`src/rtl/svv_pkg.sv`:
```
// Shared types and character codes for the semantic version string validator.
package svv_pkg;

  localparam int unsigned MAX_TEXT_DEF      = 128;
  localparam int unsigned MAX_QUALIFIER_DEF = 64;

  localparam int unsigned NUM_W = 32;
  localparam int unsigned LEN_W = 7;

  localparam logic [7:0] CH_DOT   = 8'h2E;
  localparam logic [7:0] CH_PLUS  = 8'h2B;
  localparam logic [7:0] CH_DASH  = 8'h2D;
  localparam logic [7:0] CH_ZERO  = 8'h30;
  localparam logic [7:0] CH_NINE  = 8'h39;
  localparam logic [7:0] CH_LC_A  = 8'h61;
  localparam logic [7:0] CH_LC_Z  = 8'h7A;
  localparam logic [7:0] CH_UC_A  = 8'h41;
  localparam logic [7:0] CH_UC_Z  = 8'h5A;

  typedef struct packed {
    logic [7:0] ch;
    logic       last;
  } in_item_t;

  typedef struct packed {
    logic             valid_res;
    logic [NUM_W-1:0] major_num;
    logic [NUM_W-1:0] minor_num;
    logic [NUM_W-1:0] patch_num;
    logic [LEN_W-1:0] pre_length;
    logic [LEN_W-1:0] meta_length;
  } out_item_t;

endpackage

```
`src/rtl/semver_string_validator_core.sv`:
```
// Top level of the semantic version string validator.
// The block takes one character of a version text per transfer on the in_ channel and,
// on the transfer that carries last, gives one result on the out_ channel: the validity
// flag, the major, minor and patch numbers and the prerelease and build metadata lengths
// (all zero when the text is invalid). It takes one character per clock cycle while no
// waiting result stalls the input: each character is held in an input register and
// classified and folded into the parse state, with the decimal accumulate (multiply by
// ten and add) as the longest path. The result is registered behind the input register;
// a waiting result stalls the input only when the next final character arrives.
module semver_string_validator_core #(
  parameter int unsigned MAX_TEXT      = svv_pkg::MAX_TEXT_DEF,
  parameter int unsigned MAX_QUALIFIER = svv_pkg::MAX_QUALIFIER_DEF
) (
  input  logic               clk,
  input  logic               rst_n,
  input  logic               in_valid,
  output logic               in_ready,
  input  svv_pkg::in_item_t  in_data,
  output logic               out_valid,
  input  logic               out_ready,
  output svv_pkg::out_item_t out_data
);

  localparam int unsigned TW    = $clog2(MAX_TEXT + 1);
  localparam int unsigned LEN_W = svv_pkg::LEN_W;
  localparam int unsigned NUM_W = svv_pkg::NUM_W;

  typedef enum logic [2:0] {
    PH_MAJOR,
    PH_MINOR,
    PH_PATCH,
    PH_PRE,
    PH_META
  } phase_t;

  logic               stg_v_r;
  svv_pkg::in_item_t  stg_r;
  phase_t             phase_r, phase_nxt;
  logic [NUM_W-1:0]   accum_r, accum_nxt;
  logic               dseen_r, dseen_nxt;
  logic [NUM_W-1:0]   major_r, major_nxt;
  logic [NUM_W-1:0]   minor_r, minor_nxt;
  logic [1:0]         ilen_r, ilen_nxt;
  logic               iall_r, iall_nxt;
  logic               ilead_r, ilead_nxt;
  logic [LEN_W-1:0]   pre_r, pre_nxt;
  logic [LEN_W-1:0]   meta_r, meta_nxt;
  logic [TW-1:0]      total_r, total_nxt;
  logic               err_r, err_nxt;
  logic               out_v_r;
  svv_pkg::out_item_t out_r, out_nxt;

  logic               stage_go;
  logic               is_dig, is_ident;
  logic [NUM_W+3:0]   prod;
  logic               in_pre;
  logic               ok;

  assign stage_go  = stg_v_r && (!stg_r.last || !out_v_r || out_ready);
  assign in_ready  = !stg_v_r || stage_go;
  assign out_valid = out_v_r;
  assign out_data  = out_r;

  assign is_dig   = (stg_r.ch >= svv_pkg::CH_ZERO) && (stg_r.ch <= svv_pkg::CH_NINE);
  assign is_ident = is_dig || (stg_r.ch == svv_pkg::CH_DASH)
                  || ((stg_r.ch >= svv_pkg::CH_LC_A) && (stg_r.ch <= svv_pkg::CH_LC_Z))
                  || ((stg_r.ch >= svv_pkg::CH_UC_A) && (stg_r.ch <= svv_pkg::CH_UC_Z));
  assign prod = ({4'd0, accum_r} << 3) + ({4'd0, accum_r} << 1) + (NUM_W + 4)'(stg_r.ch[3:0]);
  assign in_pre = (phase_r == PH_PRE);

  always_comb begin
    phase_nxt = phase_r;
    accum_nxt = accum_r;
    dseen_nxt = dseen_r;
    major_nxt = major_r;
    minor_nxt = minor_r;
    ilen_nxt  = ilen_r;
    iall_nxt  = iall_r;
    ilead_nxt = ilead_r;
    pre_nxt   = pre_r;
    meta_nxt  = meta_r;
    total_nxt = total_r;
    err_nxt   = err_r;
    ok        = 1'b0;
    out_nxt   = '0;

    if (total_r >= TW'(MAX_TEXT)) begin
      err_nxt = 1'b1;
    end else begin
      total_nxt = total_r + TW'(1);
    end

    if (phase_r == PH_MAJOR || phase_r == PH_MINOR || phase_r == PH_PATCH) begin
      if (is_dig) begin
        if (dseen_r && accum_r == '0) begin
          err_nxt = 1'b1;
        end
        if (prod[NUM_W+3:NUM_W] != 4'd0) begin
          err_nxt = 1'b1;
        end else begin
          accum_nxt = prod[NUM_W-1:0];
        end
        dseen_nxt = 1'b1;
      end else if (stg_r.ch == svv_pkg::CH_DOT) begin
        if (phase_r == PH_PATCH || !dseen_r) begin
          err_nxt = 1'b1;
        end else begin
          if (phase_r == PH_MAJOR) begin
            major_nxt = accum_r;
            phase_nxt = PH_MINOR;
          end else begin
            minor_nxt = accum_r;
            phase_nxt = PH_PATCH;
          end
          accum_nxt = '0;
          dseen_nxt = 1'b0;
        end
      end else if (stg_r.ch == svv_pkg::CH_DASH || stg_r.ch == svv_pkg::CH_PLUS) begin
        if (phase_r != PH_PATCH || !dseen_r) begin
          err_nxt = 1'b1;
        end
        phase_nxt = (stg_r.ch == svv_pkg::CH_DASH) ? PH_PRE : PH_META;
        ilen_nxt  = 2'd0;
        iall_nxt  = 1'b1;
        ilead_nxt = 1'b0;
      end else begin
        err_nxt = 1'b1;
      end
    end else if (stg_r.ch == svv_pkg::CH_PLUS) begin
      if (in_pre) begin
        if (ilen_r == 2'd0 || (iall_r && ilead_r && ilen_r == 2'd2)) begin
          err_nxt = 1'b1;
        end
        ilen_nxt  = 2'd0;
        iall_nxt  = 1'b1;
        ilead_nxt = 1'b0;
        phase_nxt = PH_META;
      end else begin
        err_nxt = 1'b1;
      end
    end else begin
      if (in_pre) begin
        if (pre_r >= LEN_W'(MAX_QUALIFIER)) begin
          err_nxt = 1'b1;
        end else begin
          pre_nxt = pre_r + LEN_W'(1);
        end
      end else begin
        if (meta_r >= LEN_W'(MAX_QUALIFIER)) begin
          err_nxt = 1'b1;
        end else begin
          meta_nxt = meta_r + LEN_W'(1);
        end
      end
      if (stg_r.ch == svv_pkg::CH_DOT) begin
        if (ilen_r == 2'd0 || (in_pre && iall_r && ilead_r && ilen_r == 2'd2)) begin
          err_nxt = 1'b1;
        end
        ilen_nxt  = 2'd0;
        iall_nxt  = 1'b1;
        ilead_nxt = 1'b0;
      end else if (is_ident) begin
        if (ilen_r == 2'd0 && stg_r.ch == svv_pkg::CH_ZERO) begin
          ilead_nxt = 1'b1;
        end
        if (!is_dig) begin
          iall_nxt = 1'b0;
        end
        if (ilen_r != 2'd2) begin
          ilen_nxt = ilen_r + 2'd1;
        end
      end else begin
        err_nxt = 1'b1;
      end
    end

    if (stg_r.last) begin
      case (phase_nxt)
        PH_MAJOR, PH_MINOR: err_nxt = 1'b1;
        PH_PATCH: begin
          if (!dseen_nxt) begin
            err_nxt = 1'b1;
          end
        end
        PH_PRE: begin
          if (ilen_nxt == 2'd0 || (iall_nxt && ilead_nxt && ilen_nxt == 2'd2)) begin
            err_nxt = 1'b1;
          end
        end
        PH_META: begin
          if (ilen_nxt == 2'd0) begin
            err_nxt = 1'b1;
          end
        end
        default: err_nxt = 1'b1;
      endcase
      ok = !err_nxt;
      out_nxt.valid_res   = ok;
      out_nxt.major_num   = ok ? major_nxt : '0;
      out_nxt.minor_num   = ok ? minor_nxt : '0;
      out_nxt.patch_num   = ok ? accum_nxt : '0;
      out_nxt.pre_length  = ok ? pre_nxt : '0;
      out_nxt.meta_length = ok ? meta_nxt : '0;
      phase_nxt = PH_MAJOR;
      accum_nxt = '0;
      dseen_nxt = 1'b0;
      major_nxt = '0;
      minor_nxt = '0;
      ilen_nxt  = 2'd0;
      iall_nxt  = 1'b1;
      ilead_nxt = 1'b0;
      pre_nxt   = '0;
      meta_nxt  = '0;
      total_nxt = '0;
      err_nxt   = 1'b0;
    end
  end

  always_ff @(posedge clk) begin
    if (in_ready) begin
      stg_r <= in_data;
    end
    if (stage_go && stg_r.last) begin
      out_r <= out_nxt;
    end
    if (!rst_n) begin
      stg_v_r <= 1'b0;
      out_v_r <= 1'b0;
      phase_r <= PH_MAJOR;
      accum_r <= '0;
      dseen_r <= 1'b0;
      major_r <= '0;
      minor_r <= '0;
      ilen_r  <= 2'd0;
      iall_r  <= 1'b1;
      ilead_r <= 1'b0;
      pre_r   <= '0;
      meta_r  <= '0;
      total_r <= '0;
      err_r   <= 1'b0;
    end else begin
      if (in_ready) begin
        stg_v_r <= in_valid;
      end
      if (stage_go && stg_r.last) begin
        out_v_r <= 1'b1;
      end else if (out_ready) begin
        out_v_r <= 1'b0;
      end
      if (stage_go) begin
        phase_r <= phase_nxt;
        accum_r <= accum_nxt;
        dseen_r <= dseen_nxt;
        major_r <= major_nxt;
        minor_r <= minor_nxt;
        ilen_r  <= ilen_nxt;
        iall_r  <= iall_nxt;
        ilead_r <= ilead_nxt;
        pre_r   <= pre_nxt;
        meta_r  <= meta_nxt;
        total_r <= total_nxt;
        err_r   <= err_nxt;
      end
    end
  end

endmodule

```
`config.mk`:
```
export PLATFORM = sky130hd
export DESIGN_NAME = semver_string_validator_core
export DESIGN_NICKNAME = d
export VERILOG_FILES = /design/src/rtl/svv_pkg.sv /design/src/rtl/semver_string_validator_core.sv
export SDC_FILE = /design/constraint.sdc
export NUM_CORES = 1
export LEC_CHECK = 0
export BUFFER_PORTS_ARGS = -buffer_cell sky130_fd_sc_hd__buf_4
export CORE_MARGIN = 5
export CORE_UTILIZATION = 65
export DETAILED_ROUTE_END_ITERATION = 7
export PLACE_DENSITY = 0.91
export SETUP_SLACK_MARGIN = 0.3
export SYNTH_ARGS = -nofsm -noshare
export SYNTH_HDL_FRONTEND = slang
export SYNTH_SLANG_ARGS = --single-unit
```
`constraint.sdc`:
```
create_clock -name clk -period 10.39 [get_ports clk]
set_input_delay 2.078 -clock clk [delete_from_list [all_inputs] [get_ports clk]]
set_output_delay 2.078 -clock clk [all_outputs]
set_load 0.005 [all_outputs]
```
# --- After elaboration in Yosys (flattened, before gate mapping) ---
# Index checks and enable logic that the tools add are counted.
classes:
  div_mod_pow: 0
  mux: 101
  mul: 0
  n_lt_le_gt_ge: 9
  reduce_logical: 41
  addsub: 6
  bitwise_logic: 1
  shift: 0
  n_eq_ne: 15
ops:
  columns: ["cell", "n"]
  rows:
  - ["$mux W32", 18]
  - ["$mux W7", 10]
  - ["$mux W1", 50]
  - ["$add A35 B33 Y36", 1]
  - ["$add A36 B4 Y36", 1]
  - ["$eq A8 B6 Y1 const B", 4]
  - ["$logic_not A32 Y1", 1]
  - ["$mux W3", 9]
  - ["$mux W2", 11]
  - ["$ge A8 B7 Y1 const B", 2]
  - ["$le A8 B7 Y1 const B", 2]
  - ["$mux W8", 2]
  - ["$add A7 B1 Y7 const B", 2]
  - ["$ge A7 B7 Y1 const B", 2]
  - ["$logic_and A1 B1 Y1", 14]
  - ["$logic_or A1 B1 Y1", 14]
  - ["$eq A3 B2 Y1 const B", 4]
  - ["$add A8 B1 Y8 const B", 1]
  - ["$ge A8 B6 Y1 const B", 1]
  - ["$ge A8 B8 Y1 const B", 1]
  - ["$le A8 B6 Y1 const B", 1]
  - ["$logic_not A1 Y1", 5]
  - ["$eq A2 B2 Y1 const B", 2]
  - ["$logic_not A2 Y1", 2]
  - ["other kinds (12)", 13]
totals:
  latch_bits: 0
  romBits: 0
  inputBits: 13
  mem_bits_rw: 0
  n_memories: 0
  regBits: 249
  out_inout_bits: 113

# --- Depth between registers and ports, before layout ---
logic_depth:
  depth_word: 16
  ltp_mapped: 16

# --- Worst setup path after synthesis ---
# No wires, ideal clock.
synth_path:
  kind: "input to register"
  from: "in out_ready"
  to: "reg out_r (netlist bit out_data[0]) (enable)"
  t_arrival_ps: 5138
  n_path_buf: 2
  cell_stages: 7
  setup_ps: 465
  slack_ps: 4787
  path_cell_list: "nor2b_1 -> nand2_1 -> and2_1 -> clkbuf_1 -> clkbuf_1 -> nand2_1 -> inv_1"
synth_between:
  elab_chain_cells: 3
synth_rtl:
  columns: ["element", "line_no", "source"]
  rows:
  - ["start, declared", "semver_string_validator_core.sv:20", "input logic out_ready,"]
  - ["$logic_or A1 B1 Y1", "semver_string_validator_core.sv:59", "assign stage_go = stg_v_r && (!stg_r.last || !out_v_r || out_ready);"]
  - ["$logic_and A1 B1 Y1", "semver_string_validator_core.sv:59", null]
  - ["$logic_and A1 B1 Y1", "semver_string_validator_core.sv:223", "if (stage_go && stg_r.last) begin"]
  - ["end signal, assigned", "semver_string_validator_core.sv:224", "out_r <= out_nxt;"]
  - ["end, declared", "semver_string_validator_core.sv:51", "svv_pkg::out_item_t out_r, out_nxt;"]
# No other way between the ends.
# A chain may end at the register's enable or synchronous reset.

# --- Worst setup path in the final report ---
layout_path:
  from: "reg accum_r[0]"
  to: "reg accum_r[9]"
layout_between:
  elab_chain_cells: 7
layout_rtl:
  columns: ["element", "line_no", "source"]
  rows:
  - ["start, declared", "semver_string_validator_core.sv:39", "logic [NUM_W-1:0] accum_r, accum_nxt;"]
  - ["start signal, assigned", "semver_string_validator_core.sv:252", "accum_r <= accum_nxt;"]
  - ["$add A35 B33 Y36 (*)", "semver_string_validator_core.sv:68", "assign prod = ({4'd0, accum_r} << 3) + ({4'd0, accum_r} << 1) + (NUM_W + 4)'(stg_r.ch[3:0]);"]
  - ["$add A36 B4 Y36 (*)", "semver_string_validator_core.sv:68", null]
  - ["$reduce_bool A4 Y1", "semver_string_validator_core.sv:98", "if (prod[NUM_W+3:NUM_W] != 4'd0) begin"]
  - ["$mux W32 (*)", "semver_string_validator_core.sv:98", null]
  - ["$mux W32 (*)", "semver_string_validator_core.sv:94", "if (is_dig) begin"]
  - ["$mux W32 (*)", "semver_string_validator_core.sv:93", "if (phase_r == PH_MAJOR || phase_r == PH_MINOR || phase_r == PH_PATCH) begin"]
  - ["$mux W32 (*)", "semver_string_validator_core.sv:177", "if (stg_r.last) begin"]
# Mark *: on every way between the ends. The rest lies on a longest branch, timed or not.

==> metrics.md <==
| Metric | Value |
|---|---|
| DR iter-0 viols | 1477 |
| Post-synth net total | 1523 |
| Compound-cell area share of the yosys netlist | 0.174 |
| Final nets | 1578 |
| WP data arrival | 6.03 ns |
| Max Cap Violations | 0 |
| Vias in the first global route | 11.7k |
| P&R area growth vs syn | 12.6% |
| Final setup TNS | 0 ns |
| Die Width | 158 um |
| Commonest non-fill, non-tap cell in the layout | buf_4 |
| Main combinational cell family by area after synthesis | simple AND/OR/NAND/NOR gates |
| Primary flip-flop cell chosen by synthesis mapping | dfxtp_1 |
| Grt ovf | 0 |
| YS warnings | 0 |
| CTS sink cnt | 249 |
| Setup violations, final | 0 |
| CTS Root Cell | clkbuf_16 |
| Placed cells | 1744 |
| Starting Density | 0.654 |
| Avg WL per Cell | 22.5 um |
| Layout cells sized above 1 | 0.193 |
| DPL Wire Length | 26.8 mm |
| Power per cell area | 129 nW/um^2 |
| Mapped Avg Cell Area | 9.88 um^2 |
| Site Rows | 54 |
| R2R cell count | 13 |
| Die footprint | 24900 um^2 |
| Layout Cells excl Fill | 1788 |
| Slew margin rel. | 0.0691 |
| Worst Tran Pin Value | 1.39 ns |
| RSZ-0062 raised after global routing | no |
| Total I/O pin count | 126 |
| Final Hold Vio Count | 0 |
| Async SR Flop Fraction | 0 |
| Drt pass-1 iters | 8 |
| Clock Latency Late Sink | 0.52 ns |
| DRC viols | 0 |
| Post-synthesis adder-cell area fraction | 0.0663 |
| Initial antenna violation count | 0 |
| Antenna Cells | 0 |
| Detailed-route via count | 12.1k |
| Unique masters post-synth | 73 |
| Crit end category | flop |
| First-pass GRT wire length | 63.7 mm |
| Post-layout instance area | 16000 um^2 |
| Worst path required time | 10.77 ns |
| DP Area | 15100 um^2 |
| Fin crit period | 5.65 ns |
| Clock Skew | 0.0165 ns |
| Port Buffers | 125 |
| Routability congestion estimate | 1.00 |
| Post-CTS Setup Inserts | 0 |
| Leakage | 0.00555 uW |
| XOR/XNOR Fraction of Synth Area | 0.0241 |
| CTS clk-pin slew, worst paths | 0.06 ns |
| Max-slew violations | 0 |
| Synth Cell Area | 14200 um^2 |
| Final Power | 2060 uW |
| Post-synth EDFFs | 120 |
| Mux share of post-synthesis cell area | 0.0473 |
| Core Area | 21700 um^2 |
| Largest net degree at the start of global routing | 121 |
| Register area share after synthesis | 0.436 |
| Clock buffer depth | 3 |
| Outcome | complete, no violations |
| Fillers | 1461 |
| DIE HEIGHT | 158 um |
| Post-route antenna net violation count | 0 |
| Hold Path Class | flop to flop |
| Max rail drop VDD | 0.110 mV |
| Hold buffers post-CTS | 0 |
| CTS resizes | 0 |
| H-tree levels | 1 |
| Simple-gate share of the synthesized area | 0.206 |
| Final critical-path share of the clock period | 0.544 |
| CTS tree | done |
| CP Class | flop to flop |
| Gate Count Post-Synth | 1436 |
| GR Util All Layers | 0.319 |
| Worst-path fanout max | 29 |
| Worst hold stages | 2 |
| Number of synthesized register bits | 249 |
| Crit start category | flop |
| Most frequent cells in the layout | buf_4, dfxtp_1, edfxtp_1, nand2_1, nor2b_1 |
| Num CTS Buffers | 25 |
| Vias per inst | 6.78 |
| Achievable Freq | 0.177 GHz |
| Post-Route WL | 40.3 mm |
==> cells in the mapped netlist, types with 12 or more instances <==
cell / n / area (um^2)
a211oi_1: 26 / 195
a21oi_1: 62 / 310
a22oi_1: 72 / 541
a31oi_1: 12 / 75.1
a32oi_1: 13 / 114
and2_1: 15 / 93.8
and3_1: 12 / 75.1
buf_2: 20 / 100
clkbuf_1: 82 / 308
dfxtp_1: 129 / 2580
edfxtp_1: 120 / 3600
ha_1: 72 / 901
inv_1: 32 / 120
mux2i_1: 67 / 671
nand2_1: 113 / 424
nand3_1: 38 / 190
nand4_1: 18 / 113
nor2_1: 52 / 195
nor2b_1: 86 / 538
nor3_1: 27 / 135
nor3_2: 71 / 711
o21ai_0: 81 / 405
o21ai_1: 12 / 60.1
or3_1: 13 / 81.3
xnor2_1: 20 / 175
xor2_1: 19 / 166
==> where the power goes <==
group / switching [uW] / total (uW) / internal (uW)
Clock: 380 / 946 / 566
Sequential: 6.75 / 1040 / 1030
Combinational: 47.3 / 70.7 / 23.4
==> per-layer routing <==
metal  vias to the layer above  routed length [um]  GRT usage
met3                       146                4680     0.0683
met2                       798               18600      0.502
li1                       5409                   -          -
met5                         -                   0          0
met4                         0                1540      0.117
met1                      5765               15500      0.437
==> logic make-up (layout without fill, tap and decap cells) <==
family | after synthesis | after routing
simple gates | 495 | 495
fa+ha+maj | 74 | 74
buf+inv | 147 | 219
compound gates | 365 | 365
xor+xnor | 39 | 39
flops | 249 | 249
mux | 67 | 67
==> critical path, cell delays in order (launching register included) <==
cell,delay (ns)
dfxtp_1,0.56
inv_1,0.11
fa_1,0.52
fa_1,0.47
nand2b_1,0.18
a21oi_1,0.24
o21ai_1,0.13
o211ai_2,0.26
a41oi_1,0.16
xor2_1,0.35
nand3_1,0.86
a21oi_1,1.11
buf_4,0.37
o21ai_0,0.14
==> registers in the layout, indices dropped and copies added, names as in the netlist <==
signal,count
meta_r,7
err_r,1
major_r,32
stg_v_r,1
ilead_r,1
iall_r,1
dseen_r,1
ilen_r,2
stg_r,9
accum_r,32
pre_r,7
minor_r,32
out_data,111
total_r,8
out_valid,1
phase_r,3
==> through the flow <==
step	util	worst slack (ns)	hold WS [ns]
floorplan	-	4.79	0.470
global placement	0.697	5.14	0.488
detailed placement	0.697	4.84	0.501
CTS	0.737	4.79	0.515
global route	0.737	4.34	0.554
finish	0.737	4.74	0.513
==> cell type report <==
class	instances	area, um^2	area share
multi-input cells	1040	7390	0.463
repair buffers	143	1070	0.0672
flip-flops and latches	249	6190	0.387
well taps	280	350	0.0219
clock buffers	33	686	0.0429
clock inverters	11	173	0.0108
inverters	32	123	0.00767
==> path summary, 6_finish.rpt <==
path | startpoint | end | slack, ns
setup / recovery | accum_r[0] | accum_r[9] | 4.74
hold / removal | total_r[6] | total_r[7] | 0.51
setup reg to reg | accum_r[0] | accum_r[9] | 4.74
hold reg to reg | total_r[6] | total_r[7] | 0.51
Note: power is estimated with default switching activity, not from simulation.
